### config.mk
export PLATFORM = sky130hd
export DESIGN_NAME = periodic_task_tick_scheduler
export DESIGN_NICKNAME = d
export VERILOG_FILES = /design/src/ptts_pkg.sv /design/src/ptts_task_ram.sv /design/src/periodic_task_tick_scheduler.sv
export SDC_FILE = /design/constraint.sdc
export NUM_CORES = 2
export LEC_CHECK = 0
export ABC_AREA = 0
export BUFFER_PORTS_ARGS = -buffer_cell sky130_fd_sc_hd__buf_2
export CAP_MARGIN = 20
export CELL_PAD_IN_SITES_DETAIL_PLACEMENT = 1
export CELL_PAD_IN_SITES_GLOBAL_PLACEMENT = 1
export CORE_MARGIN = 2
export CORE_UTILIZATION = 40
export DETAILED_ROUTE_END_ITERATION = 7
export GPL_ROUTABILITY_DRIVEN = 1
export PLACE_DENSITY = 0.69
export REMOVE_ABC_BUFFERS = 1
export SYNTH_ARGS = -nofsm -noshare
export SYNTH_HDL_FRONTEND = slang
export SYNTH_HIERARCHICAL = 1
export SYNTH_SLANG_ARGS = --single-unit
### constraint.sdc
create_clock -name clk -period 7.35 [get_ports clk]
set_clock_uncertainty 0.15 [all_clocks]
set_input_delay 1.47 -clock clk [delete_from_list [all_inputs] [get_ports clk]]
set_output_delay 1.47 -clock clk [all_outputs]
set_load 0.02 [all_outputs]
### src/ptts_pkg.sv
package ptts_pkg;

  // Table size and derived widths
  localparam int SLOT_COUNT = 8;
  localparam int SLOT_W     = (SLOT_COUNT > 1) ? $clog2(SLOT_COUNT) : 1;
  localparam int TOTAL_W    = $clog2(SLOT_COUNT + 1);

  // Field widths
  localparam int PERIOD_W    = 24;
  localparam int TASK_IDX_W  = 3;
  localparam int TICK_MS_W   = 10;
  localparam int LIMIT_S_W   = 12;
  localparam int ELAPSED_W   = 32;
  localparam int PROD_W      = ELAPSED_W + TICK_MS_W;
  localparam int LIMIT_MS_W  = LIMIT_S_W + 10;
  localparam int CFG_IDX_W   = 2;
  localparam int CFG_DATA_W  = 12;

  localparam int MS_PER_SECOND = 1000;

  // Reset values of the configuration registers
  localparam logic [TICK_MS_W-1:0] TICK_MS_RESET = TICK_MS_W'(10);
  localparam logic [LIMIT_S_W-1:0] LIMIT_S_RESET = LIMIT_S_W'(60);

  // Configuration register indexes
  localparam logic [CFG_IDX_W-1:0] REG_TICK_PERIOD = CFG_IDX_W'(0);
  localparam logic [CFG_IDX_W-1:0] REG_RUN_LIMIT   = CFG_IDX_W'(1);

  // Command codes
  localparam logic [1:0] CMD_TICK   = 2'd0;
  localparam logic [1:0] CMD_CREATE = 2'd1;
  localparam logic [1:0] CMD_START  = 2'd2;
  localparam logic [1:0] CMD_STOP   = 2'd3;

  // Event kinds
  localparam logic EVT_DUE  = 1'b0;
  localparam logic EVT_STOP = 1'b1;

  typedef struct packed {
    logic [1:0]          command;
    logic [PERIOD_W-1:0] period_ms;
    logic                task_present;
  } in_t;

  typedef struct packed {
    logic                  event_kind;
    logic [TASK_IDX_W-1:0] task_index;
    logic                  last_of_run;
  } out_t;

  // One table entry
  typedef struct packed {
    logic [PERIOD_W-1:0] period;
    logic [PERIOD_W-1:0] delay;
    logic                handler;
  } slot_t;

  // Low bits of a slot number as carried in task_index
  function automatic logic [TASK_IDX_W-1:0] slot_to_index(input logic [SLOT_W-1:0] slot);
    logic [SLOT_W+TASK_IDX_W-1:0] wide;
    wide = (SLOT_W + TASK_IDX_W)'(slot);
    return wide[TASK_IDX_W-1:0];
  endfunction

endpackage

### src/ptts_task_ram.sv
module ptts_task_ram (
  input  logic                          clk,
  input  logic                          we,
  input  logic [ptts_pkg::SLOT_W-1:0]   waddr,
  input  ptts_pkg::slot_t               wdata,
  input  logic                          re,
  input  logic [ptts_pkg::SLOT_W-1:0]   raddr,
  output ptts_pkg::slot_t               rdata
);

  ptts_pkg::slot_t mem [ptts_pkg::SLOT_COUNT];
  ptts_pkg::slot_t rdata_r;

  // Write port
  always_ff @(posedge clk) begin
    if (we) begin
      mem[waddr] <= wdata;
    end
  end

  // Registered read port, holds its data while not enabled
  always_ff @(posedge clk) begin
    if (re) begin
      rdata_r <= mem[raddr];
    end
  end

  assign rdata = rdata_r;

endmodule

### src/periodic_task_tick_scheduler.sv
// Periodic task tick scheduler. Slots are filled in order by create commands and held in a
// one-port-write, one-port-read task RAM; a start command sweeps the filled slots to reload
// every delay, and each tick while running walks the filled slots one per cycle (held while a
// due event waits on a stalled output), reading the next slot while the current one is written
// back, emitting a due event for each present task whose delay has run out, and then checks
// the run limit with a registered multiply. One transaction is worked at a time, and a
// transaction can be held while the result side stalls a pending event. The result
// register lets the next command be taken while the last result is still waiting.
// The RAM needs no clearing after reset: only slots below the fill count are ever read.
module periodic_task_tick_scheduler (
  input  logic                              clk,
  input  logic                              rst_n,
  input  logic                              in_valid,
  output logic                              in_stall,
  input  ptts_pkg::in_t                     in_data,
  output logic                              out_valid,
  input  logic                              out_stall,
  output ptts_pkg::out_t                    out_data,
  input  logic                              cfg_we,
  input  logic [ptts_pkg::CFG_IDX_W-1:0]    cfg_index,
  input  logic [ptts_pkg::CFG_DATA_W-1:0]   cfg_wdata
);

  typedef enum logic [2:0] {
    S_IDLE,
    S_WALK,
    S_MUL,
    S_FIN,
    S_STOP
  } state_t;

  state_t state_r, state_nxt;

  logic [ptts_pkg::TICK_MS_W-1:0]  tick_r, tick_nxt;
  logic [ptts_pkg::LIMIT_S_W-1:0]  limit_r, limit_nxt;
  logic [ptts_pkg::TOTAL_W-1:0]    total_r, total_nxt;
  logic                            running_r, running_nxt;
  logic [ptts_pkg::ELAPSED_W-1:0]  elapsed_r, elapsed_nxt;
  logic [ptts_pkg::SLOT_W-1:0]     idx_r, idx_nxt;
  logic                            walk_start_r, walk_start_nxt;
  logic                            pend_valid_r, pend_valid_nxt;
  logic [ptts_pkg::SLOT_W-1:0]     pend_idx_r, pend_idx_nxt;
  logic [ptts_pkg::PROD_W-1:0]     prod_r, prod_nxt;
  logic [ptts_pkg::LIMIT_MS_W-1:0] lim_ms_r, lim_ms_nxt;
  logic                            out_valid_r, out_valid_nxt;
  ptts_pkg::out_t                  out_data_r, out_data_nxt;

  logic                        mem_we;
  logic [ptts_pkg::SLOT_W-1:0] mem_waddr;
  ptts_pkg::slot_t             mem_wdata;
  logic                        mem_re;
  logic [ptts_pkg::SLOT_W-1:0] mem_raddr;
  ptts_pkg::slot_t             mem_rdata;

  logic                        can_push;
  logic                        push;
  ptts_pkg::out_t              push_data;
  logic                        last_slot;
  logic                        advance;
  logic                        timeout;
  logic [ptts_pkg::PERIOD_W-1:0] tick_ext;

  ptts_task_ram u_ram (
    .clk   (clk),
    .we    (mem_we),
    .waddr (mem_waddr),
    .wdata (mem_wdata),
    .re    (mem_re),
    .raddr (mem_raddr),
    .rdata (mem_rdata)
  );

  assign in_stall  = (state_r != S_IDLE);
  assign out_valid = out_valid_r;
  assign out_data  = out_data_r;

  assign can_push  = !out_valid_r || !out_stall;
  assign last_slot = (ptts_pkg::TOTAL_W'(idx_r) == (total_r - ptts_pkg::TOTAL_W'(1)));
  assign timeout   = (prod_r >= ptts_pkg::PROD_W'(lim_ms_r));
  assign tick_ext  = ptts_pkg::PERIOD_W'(tick_r);

  always_comb begin
    state_nxt      = state_r;
    tick_nxt       = tick_r;
    limit_nxt      = limit_r;
    total_nxt      = total_r;
    running_nxt    = running_r;
    elapsed_nxt    = elapsed_r;
    idx_nxt        = idx_r;
    walk_start_nxt = walk_start_r;
    pend_valid_nxt = pend_valid_r;
    pend_idx_nxt   = pend_idx_r;
    prod_nxt       = prod_r;
    lim_ms_nxt     = lim_ms_r;
    mem_we         = 1'b0;
    mem_waddr      = idx_r;
    mem_wdata      = mem_rdata;
    mem_re         = 1'b0;
    mem_raddr      = idx_r;
    push           = 1'b0;
    push_data      = '0;
    advance        = 1'b0;

    // Configuration writes
    if (cfg_we) begin
      unique case (cfg_index)
        ptts_pkg::REG_TICK_PERIOD: tick_nxt  = cfg_wdata[ptts_pkg::TICK_MS_W-1:0];
        ptts_pkg::REG_RUN_LIMIT:   limit_nxt = cfg_wdata[ptts_pkg::LIMIT_S_W-1:0];
        default: ;
      endcase
    end

    unique case (state_r)
      S_IDLE: begin
        if (in_valid) begin
          unique case (in_data.command)
            ptts_pkg::CMD_CREATE: begin
              // Fill the next free slot, drop when full
              if (total_r < ptts_pkg::TOTAL_W'(ptts_pkg::SLOT_COUNT)) begin
                mem_we            = 1'b1;
                mem_waddr         = total_r[ptts_pkg::SLOT_W-1:0];
                mem_wdata.period  = in_data.period_ms;
                mem_wdata.delay   = in_data.period_ms;
                mem_wdata.handler = in_data.task_present;
                total_nxt         = total_r + ptts_pkg::TOTAL_W'(1);
              end
            end
            ptts_pkg::CMD_START: begin
              elapsed_nxt = '0;
              running_nxt = 1'b1;
              if (total_r != '0) begin
                mem_re         = 1'b1;
                mem_raddr      = '0;
                idx_nxt        = '0;
                walk_start_nxt = 1'b1;
                state_nxt      = S_WALK;
              end
            end
            ptts_pkg::CMD_STOP: begin
              running_nxt = 1'b0;
              state_nxt   = S_STOP;
            end
            default: begin
              // Tick: count time, then walk the slots
              if (running_r) begin
                if (elapsed_r != '1) begin
                  elapsed_nxt = elapsed_r + ptts_pkg::ELAPSED_W'(1);
                end
                pend_valid_nxt = 1'b0;
                walk_start_nxt = 1'b0;
                if (total_r != '0) begin
                  mem_re    = 1'b1;
                  mem_raddr = '0;
                  idx_nxt   = '0;
                  state_nxt = S_WALK;
                end else begin
                  state_nxt = S_MUL;
                end
              end
            end
          endcase
        end
      end

      S_WALK: begin
        mem_waddr = idx_r;
        if (walk_start_r) begin
          // Reload the delay from the period
          mem_we          = 1'b1;
          mem_wdata.delay = mem_rdata.period;
          advance         = 1'b1;
        end else if (!mem_rdata.handler) begin
          advance = 1'b1;
        end else if (mem_rdata.delay <= tick_ext) begin
          // Due: flush the held event first, hold the walk if the output is busy
          if (!pend_valid_r || can_push) begin
            if (pend_valid_r) begin
              push                 = 1'b1;
              push_data.event_kind = ptts_pkg::EVT_DUE;
              push_data.task_index = ptts_pkg::slot_to_index(pend_idx_r);
              push_data.last_of_run = 1'b0;
            end
            pend_valid_nxt  = 1'b1;
            pend_idx_nxt    = idx_r;
            mem_we          = 1'b1;
            mem_wdata.delay = mem_rdata.period;
            advance         = 1'b1;
          end
        end else begin
          mem_we          = 1'b1;
          mem_wdata.delay = mem_rdata.delay - tick_ext;
          advance         = 1'b1;
        end

        // Step to the next slot, its read overlaps this write-back
        if (advance) begin
          if (last_slot) begin
            state_nxt = walk_start_r ? S_IDLE : S_MUL;
          end else begin
            idx_nxt   = idx_r + ptts_pkg::SLOT_W'(1);
            mem_re    = 1'b1;
            mem_raddr = idx_r + ptts_pkg::SLOT_W'(1);
          end
        end
      end

      S_MUL: begin
        // Elapsed milliseconds against the limit in milliseconds
        prod_nxt   = ptts_pkg::PROD_W'(elapsed_r) * ptts_pkg::PROD_W'(tick_r);
        lim_ms_nxt = ptts_pkg::LIMIT_MS_W'(limit_r) *
                     ptts_pkg::LIMIT_MS_W'(ptts_pkg::MS_PER_SECOND);
        state_nxt  = S_FIN;
      end

      S_FIN: begin
        if (!pend_valid_r || can_push) begin
          if (pend_valid_r) begin
            push                  = 1'b1;
            push_data.event_kind  = ptts_pkg::EVT_DUE;
            push_data.task_index  = ptts_pkg::slot_to_index(pend_idx_r);
            push_data.last_of_run = !timeout;
          end
          pend_valid_nxt = 1'b0;
          if (timeout) begin
            running_nxt = 1'b0;
            state_nxt   = S_STOP;
          end else begin
            state_nxt = S_IDLE;
          end
        end
      end

      S_STOP: begin
        if (can_push) begin
          push                  = 1'b1;
          push_data.event_kind  = ptts_pkg::EVT_STOP;
          push_data.task_index  = '0;
          push_data.last_of_run = 1'b1;
          state_nxt             = S_IDLE;
        end
      end

      default: state_nxt = S_IDLE;
    endcase

    // Result register: load on push, drain when taken
    out_valid_nxt = out_valid_r;
    out_data_nxt  = out_data_r;
    if (push) begin
      out_valid_nxt = 1'b1;
      out_data_nxt  = push_data;
    end else if (!out_stall) begin
      out_valid_nxt = 1'b0;
    end
  end

  always_ff @(posedge clk) begin
    if (!rst_n) begin
      state_r      <= S_IDLE;
      tick_r       <= ptts_pkg::TICK_MS_RESET;
      limit_r      <= ptts_pkg::LIMIT_S_RESET;
      total_r      <= '0;
      running_r    <= 1'b0;
      elapsed_r    <= '0;
      pend_valid_r <= 1'b0;
      out_valid_r  <= 1'b0;
    end else begin
      state_r      <= state_nxt;
      tick_r       <= tick_nxt;
      limit_r      <= limit_nxt;
      total_r      <= total_nxt;
      running_r    <= running_nxt;
      elapsed_r    <= elapsed_nxt;
      pend_valid_r <= pend_valid_nxt;
      out_valid_r  <= out_valid_nxt;
    end
    idx_r        <= idx_nxt;
    walk_start_r <= walk_start_nxt;
    pend_idx_r   <= pend_idx_nxt;
    prod_r       <= prod_nxt;
    lim_ms_r     <= lim_ms_nxt;
    out_data_r   <= out_data_nxt;
  end

endmodule

==> reports/results.ini <==
[drt]
vias_per_cell=5.58
avgRoutedWirePerCell_um=23.2
drc=0
drtIter0Drc=1607
drt_wl_total_um=97100
vias=23400
firstDrtPassIters=7
ant_nets=0

[sta]
fin_crit_ns=6.89
max_slew_margin=0.279
worst_pin_slew_ns=1.07
setup_slack_ns=0.460
drv_slew=0
finalSetupViolCount=0
rsz0062_at_grt=no
hold_violations=0
hold-worst-slack_ns=0.415
final.period_utilization=0.937
max_freq_mhz=145
fin_tns_setup_ns=0

[cts]
clkSlewWorstSetupHoldPaths_ns=0.06
numCtsBuffers=61
cts_tree=built
cts_root_buf=clkbuf_16
cts.path.max_buffers=3
postCtsResizedCells=0
postCtsSetupBuffers=0
clk_latency_ns=0.67
cts_hold_buf=0
h-tree-depth=2
cts_sinks=578

[critical_path]
path_cells=buf_4, nand2_1, fa_1, inv_1, fa_1, fa_1, fa_1, inv_1, fa_1, inv_1, ha_1, nand3_1, nor3b_1, o21ai_0, a311oi_1, o31ai_1, o311ai_1, a31oi_1, o21bai_1, xnor2_1
rr_worst_depth=20
required_ns=7.58
cp_slowest_stage_delay_ns=0.61
r2r-end=prod_r[41]
path_class=flop to flop
r2r_slack_ns=0.46
crit_path_frequent_cell=fa_1
worstPathArrival_ns=7.12
slowest_stage=dfxtp_1
cp-start-kind=flop
cp_top_family=adder cells
crit_fanout=12
critPathCaptureType=flop
r2r_start=tick_r[3]
crit_buf_inv=4

[synth]
yosysMostFrequentCell=edfxtp_1
avgSynthCellArea_sq_um=12.3
ys_types=81
synth_cells=2928
syn-cell-area_sq_um=36200
synth_area_leader_cell=edfxtp_1
synth_area_leaders=edfxtp_1, fa_1, mux4_2, ha_1, dfxtp_1
yosysWarnings=6
ys_async_sr_fraction=0
yosys_register_bits=578
synth.top_cell.area_share=0.424
ys_seq_area_frac=0.461
synth_top_flop_cell=edfxtp_1
synth_edf_count=511
yosys-top-cells-count=edfxtp_1, nand2_1, inv_1

[finish]
fill_cells=9373
drive_gt1_frac=0.130
final_util=0.446
stdcell_count=4193
nets=3442
syn2layout_area_growth_pct=10.7

[place]
place_congestion=0.866
port_buffers=52
pre_cts_ws_ns=0.542
dpl.cell_count=4075
dp_hpwl_um=67900

[hold_path]
hp-class=flop to flop
worstHoldStart=pend_idx_r[0]
min_to=out_data[1]
holdPathStages=1

[die]
ios=53
die_y_um=305
floorplan.initialDensity=0.403
fp.dieW_um=305
rows=110
core_area_sq_um=89700
die_area_sq_um=92800

[global_routing]
grt_pass1_vias=26100
grt_pass1_wl_um=154000
antenna_found_initial=3
grt-ovfl-total=0
grt_max_degree=73
gr-usage-all-layers=0.213

[pwr]
ir_worst_vdd_uv=259
leakage_nw=16.0
p_per_area_nw_per_um2=293

[run]
cap_viol_max_count=0

[run_status]
outcome=complete, no violations

per-layer routing:
layer	up-vias	track usage	share of wire
met5	-	0	0.00026
met4	4	0.0783	0.035
met3	182	0.0250	0.043
met2	566	0.380	0.51
met1	12300	0.266	0.41
li1	10300	-	-
flip-flops by register name (all words and copies together) (netlist names), 3 cells and up:
| register | count |
|---|---|
| u_ram/mem | 392 |
| u_ram/rdata | 49 |
| prod_r | 42 |
| elapsed_r | 32 |
| lim_ms_r | 19 |
| limit_r | 12 |
| tick_r | 10 |
| out_data | 5 |
| total_r | 4 |
| idx_r | 3 |
| pend_idx_r | 3 |
| state_r | 3 |
worst max path at each step:
stage / start / endpoint / cells after the start
after floorplan: tick_r[0] / u_ram/rdata[0] / 13
after detailed placement: tick_r[3] / prod_r[39] / 20
after global routing: tick_r[3] / prod_r[41] / 20
after CTS: tick_r[3] / prod_r[39] / 20
final: tick_r[3] / prod_r[41] / 20
after global placement: elapsed_r[10] / prod_r[39] / 19
cells in the final DEF, fill, tap and decap left out, drive strengths merged, types with 12 or more instances in the layout:
cell type and instances:
o211ai 12, nand4 27, xor2 28, or3 16, clkinv 44, clkbuf 69
a211oi 14, mux4 98, a31oi 14, a21boi 12, edfxtp 511, mux2 53
o21a 13, xnor2 59, inv 288, nor2b 18, buf 112, nor3 33
nand2 349, a21o 34, and2 147, ha 156, o22ai 14, mux2i 23
nand3 27, o21ai 83, fa 277, nor2 152, nand2b 14, and3 17
dfxtp 67, a21oi 107
kinds of logic (layout without fill, tap and decap cells):
| group | after synthesis | after routing | synth area share |
|---|---|---|---|
| flip-flops | 578 | 578 | 0.461 |
| XOR/XNOR | 87 | 87 | 0.0211 |
| buffers and inverters | 436 | 524 | 0.0477 |
| multiplexers | 174 | 174 | 0.0839 |
| other | 0 | 1 | 0 |
| adder cells (fa/ha/maj) | 433 | 433 | 0.207 |
| AND/OR/NAND/NOR | 840 | 840 | 0.111 |
| AO/OA/AOI/OAI | 380 | 380 | 0.0678 |
stage by stage:
step           area (sq um)  power [W]
6_report              40000     0.0117
5_1_grt               40000     0.0123
4_1_cts               40000     0.0118
3_5_place_dp          37900    0.00863
3_3_place_gp          37900    0.00843
2_1_floorplan         35500    0.00755
layout make-up:
cell class	instances	area, sq um	share of cell area
antenna	1	2.50	0.0000625
clock buffer	69	1570	0.0391
clock inverter	47	493	0.0123
inverter	296	1110	0.0278
multi-input combinational	1914	17900	0.447
sequential	578	16700	0.417
tap	1176	1470	0.0368
timing repair buffer	112	811	0.0203
where the power goes:
group	switching, W	total, W	internal (W)
combinational	0.00216	0.00372	0.00156
sequential	0.000276	0.00484	0.00456
clock	0.00134	0.00316	0.00182
Power figures use the tool's default switching activity.
